--- src/hdl/tlvv_pkg.sv ---
package tlvv_pkg;

    // Stack geometry
    localparam int MAX_NESTING = 16;
    localparam int STACK_SIZE  = MAX_NESTING + 1;
    localparam int LVL_W       = $clog2(STACK_SIZE + 1);
    localparam int ADDR_W      = $clog2(STACK_SIZE);

    // Payload geometry
    localparam int POS_W = 24;
    localparam logic [POS_W-1:0] POS_MAX = {POS_W{1'b1}};
    localparam logic [POS_W-1:0] MIN_PAYLOAD = 24'd10;

    localparam logic [7:0] MAGIC_BYTES [4] = '{8'h4A, 8'h41, 8'h53, 8'h4C};
    localparam logic [7:0] VERSION_BYTE = 8'd1;

    // Value type codes
    localparam logic [2:0] TYPE_OCTETS = 3'd3;
    localparam logic [2:0] TYPE_OPAQUE = 3'd4;
    localparam logic [2:0] TYPE_LIST   = 3'd5;
    localparam logic [2:0] TYPE_MAP    = 3'd6;
    localparam logic [2:0] TYPE_BAD    = 3'd7;
    localparam logic [2:0] TYPE_EMPTY_MAX = 3'd2;

    // Error flag bits
    localparam int FL_SIZE   = 0;
    localparam int FL_STRUCT = 1;
    localparam int FL_TRAIL  = 2;

    // Verdict codes
    localparam logic [1:0] VERDICT_OK     = 2'd0;
    localparam logic [1:0] VERDICT_SIZE   = 2'd1;
    localparam logic [1:0] VERDICT_STRUCT = 2'd2;
    localparam logic [1:0] VERDICT_TRAIL  = 2'd3;

    // Configuration register indexes
    localparam logic CFG_MAX_ENTRY   = 1'b0;
    localparam logic CFG_MAX_PAYLOAD = 1'b1;

    localparam logic [15:0]    MAX_ENTRY_RESET   = 16'd4096;
    localparam logic [POS_W-1:0] MAX_PAYLOAD_RESET = 24'd8388608;

    typedef enum logic [7:0] {
        PH_MAGIC   = 8'b0000_0001,
        PH_VHDR    = 8'b0000_0010,
        PH_COUNT   = 8'b0000_0100,
        PH_KEYLEN  = 8'b0000_1000,
        PH_SKIPKEY = 8'b0001_0000,
        PH_SKIPVAL = 8'b0010_0000,
        PH_TRAIL   = 8'b0100_0000,
        PH_IDLE    = 8'b1000_0000
    } phase_t;

    typedef enum logic [2:0] {
        SQ_IN     = 3'b001,
        SQ_POP_RD = 3'b010,
        SQ_POP_LD = 3'b100
    } seq_t;

    typedef struct packed {
        logic [POS_W-1:0] cend;
        logic [15:0]      left;
        logic             is_map;
    } entry_t;

    localparam int ENTRY_W = $bits(entry_t);

    typedef struct packed {
        logic       valid;
        logic [1:0] verdict;
    } result_t;

endpackage

--- src/hdl/nested_tlv_payload_validator.sv ---
// Validates a nested type-length-value payload streamed one byte per beat and
// returns one verdict beat after the beat flagged last (0 valid, 1 size/magic/
// version, 2 structure, 3 trailing bytes). Every nested container that closes
// (any container but the root) stalls the input while its parent entry is
// fetched from the stack RAM through its registered read port (POP_RD, then
// POP_LD); cascaded closes each repeat this pop, and a verdict whose last
// beat closes containers follows those pops. A new byte is taken only while
// the verdict register is free or being drained. The two limit registers are
// written through the cfg port.
module nested_tlv_payload_validator
    import tlvv_pkg::*;
(
    input  logic             aclk,
    input  logic             aresetn,
    input  logic             s_valid,
    output logic             s_ready,
    input  logic [7:0]       s_data_byte,
    input  logic             s_last_byte,
    output logic             m_valid,
    input  logic             m_ready,
    output logic [1:0]       m_verdict,
    input  logic             cfg_we,
    input  logic             cfg_index,
    input  logic [POS_W-1:0] cfg_wdata
);

    logic [15:0]      max_entry_reg;
    logic [POS_W-1:0] max_payload_reg;
    logic             m_valid_reg;
    logic [1:0]       m_verdict_reg;
    logic             core_ready;
    logic             beat_acc;
    result_t          result;

    assign s_ready  = core_ready && (!m_valid_reg || m_ready);
    assign beat_acc = s_valid && s_ready;

    tlvv_core u_core (
        .aclk        (aclk),
        .aresetn     (aresetn),
        .beat_acc    (beat_acc),
        .data_byte   (s_data_byte),
        .last_byte   (s_last_byte),
        .max_entry   (max_entry_reg),
        .max_payload (max_payload_reg),
        .core_ready  (core_ready),
        .result      (result)
    );

    // Hold limit registers
    always_ff @(posedge aclk) begin
        if (!aresetn) begin
            max_entry_reg   <= MAX_ENTRY_RESET;
            max_payload_reg <= MAX_PAYLOAD_RESET;
        end else if (cfg_we) begin
            if (cfg_index == CFG_MAX_ENTRY) begin
                max_entry_reg <= cfg_wdata[15:0];
            end else begin
                max_payload_reg <= cfg_wdata;
            end
        end
    end

    // Hold the verdict beat until taken
    always_ff @(posedge aclk) begin
        if (!aresetn) begin
            m_valid_reg <= 1'b0;
        end else if (result.valid) begin
            m_valid_reg <= 1'b1;
        end else if (m_ready) begin
            m_valid_reg <= 1'b0;
        end
    end

    always_ff @(posedge aclk) begin
        if (result.valid) begin
            m_verdict_reg <= result.verdict;
        end
    end

    assign m_valid   = m_valid_reg;
    assign m_verdict = m_verdict_reg;

endmodule

--- src/hdl/tlvv_ram.sv ---
module tlvv_ram #(
    parameter int WIDTH = 8,
    parameter int DEPTH = 16
) (
    input  logic                     aclk,
    input  logic                     we,
    input  logic [$clog2(DEPTH)-1:0] waddr,
    input  logic [WIDTH-1:0]         wdata,
    input  logic [$clog2(DEPTH)-1:0] raddr,
    output logic [WIDTH-1:0]         rdata
);

    logic [WIDTH-1:0] mem [DEPTH];
    logic [WIDTH-1:0] rdata_reg;

    // Write port and registered read port
    always_ff @(posedge aclk) begin
        if (we) begin
            mem[waddr] <= wdata;
        end
        rdata_reg <= mem[raddr];
    end

    assign rdata = rdata_reg;

endmodule

--- src/hdl/tlvv_core.sv ---
module tlvv_core
    import tlvv_pkg::*;
(
    input  logic             aclk,
    input  logic             aresetn,
    input  logic             beat_acc,
    input  logic [7:0]       data_byte,
    input  logic             last_byte,
    input  logic [15:0]      max_entry,
    input  logic [POS_W-1:0] max_payload,
    output logic             core_ready,
    output result_t          result
);

    logic [POS_W-1:0] pos_reg, pos_next;
    phase_t           phase_reg, phase_next;
    logic [2:0]       fidx_reg, fidx_next;
    logic [2:0]       ctype_reg, ctype_next;
    logic [31:0]      lacc_reg, lacc_next;
    logic [31:0]      skip_reg, skip_next;
    logic [LVL_W-1:0] lvl_reg, lvl_next;
    logic [2:0]       err_reg, err_next;
    entry_t           top_reg, top_next;
    seq_t             seq_reg, seq_next;
    logic             lastp_reg, lastp_next;

    logic             ram_we;
    logic [ADDR_W-1:0] ram_waddr, ram_raddr;
    entry_t           ram_wdata, ram_rdata;

    logic [POS_W-1:0] o;
    logic [POS_W-1:0] e;
    logic [31:0]      len32;
    logic [32:0]      root_end;
    logic [15:0]      cnt;
    logic             start_go, child_go, cont_go, count_go, pop_req, fin;
    logic [POS_W:0]   plen;
    logic [1:0]       verdict;

    tlvv_ram #(
        .WIDTH (ENTRY_W),
        .DEPTH (STACK_SIZE)
    ) u_stack (
        .aclk  (aclk),
        .we    (ram_we),
        .waddr (ram_waddr),
        .wdata (ram_wdata),
        .raddr (ram_raddr),
        .rdata (ram_rdata)
    );

    assign core_ready = (seq_reg == SQ_IN);

    // Parse one byte, or resume after a stack pop
    always_comb begin
        pos_next   = pos_reg;
        phase_next = phase_reg;
        fidx_next  = fidx_reg;
        ctype_next = ctype_reg;
        lacc_next  = lacc_reg;
        skip_next  = skip_reg;
        lvl_next   = lvl_reg;
        err_next   = err_reg;
        top_next   = top_reg;
        seq_next   = seq_reg;
        lastp_next = lastp_reg;
        ram_we     = 1'b0;
        ram_waddr  = ADDR_W'(lvl_reg - 1'b1);
        ram_wdata  = top_reg;
        ram_raddr  = ADDR_W'(lvl_reg - 1'b1);
        start_go   = 1'b0;
        child_go   = 1'b0;
        cont_go    = 1'b0;
        count_go   = 1'b0;
        pop_req    = 1'b0;
        fin        = 1'b0;
        verdict    = VERDICT_OK;
        o          = (seq_reg == SQ_IN) ? pos_reg + 1'b1 : pos_reg;
        e          = (lvl_reg != '0) ? top_reg.cend : '0;
        len32      = {lacc_reg[23:0], data_byte};
        root_end   = {9'd0, o} + {1'b0, len32};
        cnt        = {skip_reg[7:0], data_byte};
        plen       = '0;

        if (beat_acc) begin
            lastp_next = last_byte;
            if (pos_reg == POS_MAX) begin
                err_next[FL_SIZE] = 1'b1;
                phase_next = PH_IDLE;
            end else begin
                pos_next = pos_reg + 1'b1;
                unique case (phase_reg)
                    PH_MAGIC: begin
                        if (pos_reg < POS_W'(4)) begin
                            if (data_byte != MAGIC_BYTES[pos_reg[1:0]]) begin
                                err_next[FL_SIZE] = 1'b1;
                                phase_next = PH_IDLE;
                            end
                        end else if (pos_reg == POS_W'(4)) begin
                            if (data_byte != VERSION_BYTE) begin
                                err_next[FL_SIZE] = 1'b1;
                                phase_next = PH_IDLE;
                            end else begin
                                start_go = 1'b1;
                            end
                        end else begin
                            err_next[FL_SIZE] = 1'b1;
                            phase_next = PH_IDLE;
                        end
                    end
                    PH_VHDR: begin
                        if (fidx_reg == 3'd0) begin
                            ctype_next = (data_byte > 8'd6) ? TYPE_BAD : data_byte[2:0];
                            if (lvl_reg == '0 && data_byte != {5'd0, TYPE_MAP}) begin
                                err_next[FL_STRUCT] = 1'b1;
                                phase_next = PH_IDLE;
                            end else begin
                                fidx_next = 3'd1;
                            end
                        end else begin
                            lacc_next = len32;
                            if (fidx_reg >= 3'd4) begin
                                // Header complete: check fit, then dispatch on type
                                if ((lvl_reg != '0 && (o > e || len32 > {8'd0, e - o})) ||
                                    (lvl_reg == '0 && root_end > {9'd0, POS_MAX})) begin
                                    err_next[FL_STRUCT] = 1'b1;
                                    phase_next = PH_IDLE;
                                end else if (ctype_reg <= TYPE_EMPTY_MAX) begin
                                    if (len32 != '0) begin
                                        err_next[FL_STRUCT] = 1'b1;
                                        phase_next = PH_IDLE;
                                    end else begin
                                        child_go = 1'b1;
                                    end
                                end else if (ctype_reg == TYPE_OCTETS) begin
                                    if (len32 != 32'd4) begin
                                        err_next[FL_STRUCT] = 1'b1;
                                        phase_next = PH_IDLE;
                                    end else begin
                                        skip_next = 32'd4;
                                        phase_next = PH_SKIPVAL;
                                    end
                                end else if (ctype_reg == TYPE_OPAQUE) begin
                                    if (len32 == '0) begin
                                        child_go = 1'b1;
                                    end else begin
                                        skip_next = len32;
                                        phase_next = PH_SKIPVAL;
                                    end
                                end else if (ctype_reg == TYPE_LIST || ctype_reg == TYPE_MAP) begin
                                    if (len32 < 32'd2) begin
                                        err_next[FL_STRUCT] = 1'b1;
                                        phase_next = PH_IDLE;
                                    end else begin
                                        phase_next = PH_COUNT;
                                        fidx_next = 3'd0;
                                        skip_next = '0;
                                    end
                                end else begin
                                    err_next[FL_STRUCT] = 1'b1;
                                    phase_next = PH_IDLE;
                                end
                            end else begin
                                fidx_next = fidx_reg + 1'b1;
                            end
                        end
                    end
                    PH_COUNT: begin
                        skip_next = {16'd0, cnt};
                        if (fidx_reg >= 3'd1) begin
                            count_go = 1'b1;
                        end else begin
                            fidx_next = 3'd1;
                        end
                    end
                    PH_KEYLEN: begin
                        if (data_byte == 8'd0 || o > e || {16'd0, data_byte} > e - o) begin
                            err_next[FL_STRUCT] = 1'b1;
                            phase_next = PH_IDLE;
                        end else begin
                            skip_next = {24'd0, data_byte};
                            phase_next = PH_SKIPKEY;
                        end
                    end
                    PH_SKIPKEY: begin
                        if (skip_reg != '0) begin
                            skip_next = skip_reg - 1'b1;
                        end
                        if (skip_next == '0) begin
                            start_go = 1'b1;
                        end
                    end
                    PH_SKIPVAL: begin
                        if (skip_reg != '0) begin
                            skip_next = skip_reg - 1'b1;
                        end
                        if (skip_next == '0) begin
                            child_go = 1'b1;
                        end
                    end
                    PH_TRAIL: begin
                        err_next[FL_TRAIL] = 1'b1;
                        phase_next = PH_IDLE;
                    end
                    PH_IDLE: begin
                    end
                    default: begin
                    end
                endcase
            end
        end else if (seq_reg == SQ_POP_RD) begin
            seq_next = SQ_POP_LD;
        end else if (seq_reg == SQ_POP_LD) begin
            // Parent entry arrives: it becomes the top, one element done
            top_next = ram_rdata;
            if (ram_rdata.left != '0) begin
                top_next.left = ram_rdata.left - 1'b1;
            end
            cont_go = 1'b1;
        end

        // Open a container: spill the old top, install the new one
        if (count_go) begin
            if (skip_next[15:0] > max_entry || lvl_reg >= LVL_W'(STACK_SIZE)) begin
                err_next[FL_STRUCT] = 1'b1;
                phase_next = PH_IDLE;
            end else begin
                ram_we = (lvl_reg != '0);
                top_next.cend = o - POS_W'(2) + lacc_reg[POS_W-1:0];
                top_next.left = skip_next[15:0];
                top_next.is_map = (ctype_reg == TYPE_MAP);
                lvl_next = lvl_reg + 1'b1;
                skip_next = '0;
                cont_go = 1'b1;
            end
        end

        // Child finished: count it against the parent
        if (child_go) begin
            if (lvl_next == '0) begin
                phase_next = PH_TRAIL;
            end else begin
                if (top_next.left != '0) begin
                    top_next.left = top_next.left - 1'b1;
                end
                cont_go = 1'b1;
            end
        end

        // Next element of the top container, or close it
        if (cont_go) begin
            if (lvl_next == '0) begin
                phase_next = PH_TRAIL;
            end else if (top_next.left != '0) begin
                if (top_next.is_map) begin
                    if (o >= top_next.cend) begin
                        err_next[FL_STRUCT] = 1'b1;
                        phase_next = PH_IDLE;
                    end else begin
                        phase_next = PH_KEYLEN;
                    end
                end else begin
                    start_go = 1'b1;
                end
            end else if (top_next.cend != o) begin
                err_next[FL_STRUCT] = 1'b1;
                phase_next = PH_IDLE;
            end else begin
                lvl_next = lvl_next - 1'b1;
                if (lvl_next == '0) begin
                    phase_next = PH_TRAIL;
                end else begin
                    pop_req = 1'b1;
                end
            end
        end

        // Begin a value header
        if (start_go) begin
            if (lvl_next > LVL_W'(MAX_NESTING)) begin
                err_next[FL_STRUCT] = 1'b1;
                phase_next = PH_IDLE;
            end else if (lvl_next != '0 &&
                         (o > top_next.cend || top_next.cend - o < POS_W'(5))) begin
                err_next[FL_STRUCT] = 1'b1;
                phase_next = PH_IDLE;
            end else begin
                phase_next = PH_VHDR;
                fidx_next = 3'd0;
                lacc_next = '0;
            end
        end

        if (pop_req) begin
            seq_next = SQ_POP_RD;
        end else if (seq_reg == SQ_POP_LD) begin
            seq_next = SQ_IN;
        end

        // Verdict on the final beat once all pops are done
        fin = !pop_req && ((beat_acc && last_byte) || (seq_reg == SQ_POP_LD && lastp_reg));
        plen = (pos_reg == POS_MAX && beat_acc) ? {1'b1, {POS_W{1'b0}}} : {1'b0, pos_next};
        if (err_next[FL_SIZE] || plen < {1'b0, MIN_PAYLOAD} || plen > {1'b0, max_payload}) begin
            verdict = VERDICT_SIZE;
        end else if (err_next[FL_STRUCT] || (phase_next != PH_TRAIL && !err_next[FL_TRAIL])) begin
            verdict = VERDICT_STRUCT;
        end else if (err_next[FL_TRAIL]) begin
            verdict = VERDICT_TRAIL;
        end else begin
            verdict = VERDICT_OK;
        end

        if (fin) begin
            pos_next   = '0;
            phase_next = PH_MAGIC;
            fidx_next  = '0;
            ctype_next = '0;
            lacc_next  = '0;
            skip_next  = '0;
            lvl_next   = '0;
            err_next   = '0;
            seq_next   = SQ_IN;
            lastp_next = 1'b0;
        end
    end

    assign result.valid   = fin;
    assign result.verdict = verdict;

    // State registers
    always_ff @(posedge aclk) begin
        if (!aresetn) begin
            pos_reg   <= '0;
            phase_reg <= PH_MAGIC;
            fidx_reg  <= '0;
            ctype_reg <= '0;
            lacc_reg  <= '0;
            skip_reg  <= '0;
            lvl_reg   <= '0;
            err_reg   <= '0;
            seq_reg   <= SQ_IN;
            lastp_reg <= 1'b0;
        end else begin
            pos_reg   <= pos_next;
            phase_reg <= phase_next;
            fidx_reg  <= fidx_next;
            ctype_reg <= ctype_next;
            lacc_reg  <= lacc_next;
            skip_reg  <= skip_next;
            lvl_reg   <= lvl_next;
            err_reg   <= err_next;
            seq_reg   <= seq_next;
            lastp_reg <= lastp_next;
        end
    end

    // Top of stack cache
    always_ff @(posedge aclk) begin
        top_reg <= top_next;
    end

    a_level_bound: assert property (@(posedge aclk) disable iff (!aresetn)
        lvl_reg <= LVL_W'(STACK_SIZE))
        else $error("stack level out of range");

    a_pop_nonempty: assert property (@(posedge aclk) disable iff (!aresetn)
        seq_reg == SQ_POP_RD |-> lvl_reg != '0)
        else $error("pop read with empty stack");

    a_pop_seq: assert property (@(posedge aclk) disable iff (!aresetn)
        seq_reg == SQ_POP_RD |=> seq_reg == SQ_POP_LD)
        else $error("pop read not followed by load");

    a_no_beat_in_pop: assert property (@(posedge aclk) disable iff (!aresetn)
        seq_reg != SQ_IN |-> !beat_acc)
        else $error("beat accepted during pop");

endmodule

--- config.mk ---
export PLATFORM = sky130hd
export DESIGN_NAME = nested_tlv_payload_validator
export DESIGN_NICKNAME = d
export VERILOG_FILES = /design/src/hdl/tlvv_pkg.sv /design/src/hdl/nested_tlv_payload_validator.sv /design/src/hdl/tlvv_ram.sv /design/src/hdl/tlvv_core.sv
export SDC_FILE = /design/constraint.sdc
export NUM_CORES = 2
export LEC_CHECK = 0
export BUFFER_PORTS_ARGS = -buffer_cell sky130_fd_sc_hd__buf_4
export CAP_MARGIN = 20
export CORE_MARGIN = 3
export CORE_UTILIZATION = 45
export DETAILED_ROUTE_END_ITERATION = 10
export PLACE_DENSITY_LB_ADDON = 0.05
export SLEW_MARGIN = 20
export SYNTH_ARGS = -nofsm -noshare
export SYNTH_HDL_FRONTEND = slang
export SYNTH_HIERARCHICAL = 1
export SYNTH_SLANG_ARGS = --single-unit
--- constraint.sdc ---
create_clock -name aclk -period 17.4 [get_ports aclk]
set_input_delay 0.87 -clock aclk [delete_from_list [all_inputs] [get_ports aclk]]
set_output_delay 0.87 -clock aclk [all_outputs]
set_load 0.005 [all_outputs]
==> metrics <==
R2R Path Start=u_core/lvl_reg[0]; Final Hold Viols=0; commonest non-fill, non-tap cells in the layout=edfxtp_1 (699), nand2_1 (309), nor2_1 (309); most common cell after layout, fill and taps aside=edfxtp_1; Startpoint Class=flop; Slowest-stage cell, CP=or4b_1; maximum fanout along the worst path=52; fin. max-slew vios=0; Final Util=around half; crit path time final=approximately 15 ns; Die Y=approximately 330 um; library cells used by synthesis=113; cts bufs inserted=approximately 100; cell area after synthesis=48000 um^2; Setup TNS=0 ns; initial antenna violation count=0; initial detailed-routing violation count=slightly above 3k; core area=between 100000 and 150000 um^2; vias=33.0k; R2R cell count=48; Max Root-Sink Buffers=3; Most common cell on crit path=ha_1; root buffer cell=clkbuf_16; Finished Cell Area=~53000 um^2; Crit Path Class=reg2reg; drt via density=just over 6; share of post-route cells with drive strength above 1=approximately 14%; syn nets=~4.2k; # fillers=slightly above 9k; Routed WL=between 100000 and 150000 um; Sw Ratio=roughly a fifth; Setup Skew=about 0.024 ns; pre-CTS setup slack=about 2.2 ns; post-synthesis compound-gate area fraction=about an eighth; Gate power share=3.2%; drt pass-1 iters=5; LEAKAGE=between 20 and 25 nW; period utilization=approximately nine tenths; end of the worst register-to-register path=u_core/skip_reg[19]; max_slew headroom=between 20% and 30%; hold depth=3; Post-CTS Setup Inserts=0; CTS Hold Bufs=0; Worst Tran Pin Value=around 1.1 ns; Data arrival, critical path=about 16 ns; post-synthesis mux area share=about a tenth; gpl congestion=~0.92; first-pass GRT wire length=roughly 220000 um; number of flops mapped to enable cells by yosys=699; Critical Path RT=17.99 ns; placed cell count=5253; Die Wd=approximately 330 um; Pint=approximately 0.0036 W; placed wire-length estimate=between 90000 and 100000 um; gr ovfl total=0; Port-buffer cells=42; met2 wire length=just under 70000 um; Final ANT Viol Nets=0; FFs w/ async S/R, synth=0%; largest family of logic cells by synthesized area=compound AO/OA/AOI/OAI gates; Remaining DRCs=0; RSZ-0062 raised after global routing=false; sequential area share after synthesis=between 50% and 60%; CP endpoint kind=flop; Worst-Skew Late Latency=0.69 ns; Diodes inserted=0; VDD IR max=roughly 0.068 mV; max reg flops=697; min-delay src=cfg_wdata[20]; vias in the first global route=~32k; largest net degree at the start of global routing=between 90 and 100; Max Used Layer=met4; Seq cells post-synth=928; I/O pin count=43; share of power burned in registers=51.2%; adder-cell share of the synthesized area=between 5 and 6%; pwr dens=86.9 nW/um^2; M1 wire length=approximately 67000 um; post-cts repair resize count=0; GRT Util Overall=26.3%; FMAX=64.6 MHz; final non-filler cell total=5438; wire length per cell=around 27 um; Synth Area in Simple Gates=between 10% and 20%; r2r setup slk=between 1.5 and 2 ns; CTS sink cnt=approximately 930; Post-Syn Instances=between 3k and 4k; run status=complete, no violations; Row Count=119; Synth Area in XOR/XNOR=~2.8%; CTS tree=done; worst-case hold path end point=max_payload_reg[20]; synthesis-to-layout area growth=10.3%; starting density of the core=between 40% and 50%; Worst path max stage delay=between 0.8 and 0.9 ns; Net Sw Power=0.000985 W; final setup vio count=0; Hold Crit Class=in2reg; Yosys warning count=6; fin nets=4198; synthesized area per cell=12.2 um^2; Die Area=approximately 110000 um^2; metal3 WL=around 8200 um; Max-cap violations=0; H-tree depth=3; Clk pwr share=45.5%; fin worst setup slack=about 1.9 ns; Synth Flop Type=edfxtp_1; Clock Pin Slew Worst Setup and Hold Paths=~0.06 ns; placed instance area=just under 50000 um^2
[cell type report]
| cell class | count | area [um^2] | area share, % |
|---|---|---|---|
| sequential | 928 | 25600 | 48.3 |
| timing repair buffer | 121 | 921 | 1.74 |
| clock buffer | 149 | 2790 | 5.27 |
| tap | 1391 | 1740 | 3.29 |
| inverter | 207 | 787 | 1.49 |
| clock inverter | 36 | 434 | 0.820 |
| multi-input combinational | 2606 | 20700 | 39.1 |
[layer usage]
metal  global-route usage (%)  vias up
met5                        0        -
met4                     8.09        0
met3                     3.25      199
met2                     42.2     1039
met1                     37.6    16700
li1                         -    15100
[through the flow]
| stage | power [W] | hold WS, ns |
|---|---|---|
| after CTS | 0.00464 | 0.369 |
| after floorplan | 0.00251 | 0.428 |
| after global placement | 0.00255 | 0.439 |
| after detailed placement | 0.00255 | 0.443 |
| final | 0.00460 | 0.417 |
| after global routing | 0.00475 | 0.404 |
[power groups by stage]
| stage | logic, W | registers (W) | clock network, W |
|---|---|---|---|
| after detailed placement | 0.000147 | 0.00241 | 0 |
| after floorplan | 0.000101 | 0.00240 | 0 |
| final | 0.000149 | 0.00236 | 0.00209 |
| after CTS | 0.000148 | 0.00236 | 0.00214 |
| after global routing | 0.000164 | 0.00236 | 0.00223 |
| after global placement | 0.000147 | 0.00240 | 0 |
[Yosys cell counts (all sizes together), types with 12 or more instances]
master	number	area, um^2
edfxtp	699	21000
nor2	323	1220
nand2	311	1170
dfxtp	229	4580
inv	207	777
a21oi	200	1000
ha	193	2410
mux4	164	3790
o21ai	142	714
clkbuf	121	465
mux2i	103	1030
xnor2	90	788
nor3	74	375
buf	73	697
nand3	70	350
xor2	62	543
nand4	60	382
and2	53	334
a211oi	52	498
a21o	52	398
nor4	52	359
a31oi	51	319
a221oi	49	661
and3	49	307
o22ai	49	494
nor2b	29	181
o211ai	29	218
o21a	28	210
o21bai	26	206
or3	26	168
or2	23	144
nand2b	18	113
o31ai	18	145
a211o	14	123
nor3b	12	90.1
or4	12	97.6
[kinds of logic after synthesis]
| kind of cell | count (synthesis) |
|---|---|
| XOR/XNOR | 152 |
| AND/OR/NAND/NOR | 1160 |
| AO/OA/AOI/OAI | 824 |
| multiplexers | 273 |
| adder cells (fa/ha/maj) | 197 |
| buffers and inverters | 401 |
| flip-flops | 928 |
[worst max-delay path: cells and delay by family, from the launching register on]
family	cells	cell delay, ns
multiplexers	1	0.13
AND/OR/NAND/NOR	16	5.82
flip-flops	1	0.41
buffers and inverters	4	0.76
XOR/XNOR	1	0.27
AO/OA/AOI/OAI	21	6.35
adder cells (fa/ha/maj)	5	1.58
[worst max-delay path by stage]
stage | from | endpoint | slack (ns)
floorplan | u_core/seq_reg[0] | u_core/lacc_reg[13] | 4.86
global placement | u_core/lvl_reg[0] | u_core/skip_reg[9] | 2.63
detailed placement | u_core/lvl_reg[0] | u_core/skip_reg[19] | 2.18
CTS | u_core/lvl_reg[0] | u_core/skip_reg[19] | 2.09
global route | u_core/lvl_reg[0] | u_core/skip_reg[30] | 0.89
finish | u_core/lvl_reg[0] | u_core/skip_reg[19] | 1.92
(Power assumes the default switching activity.)
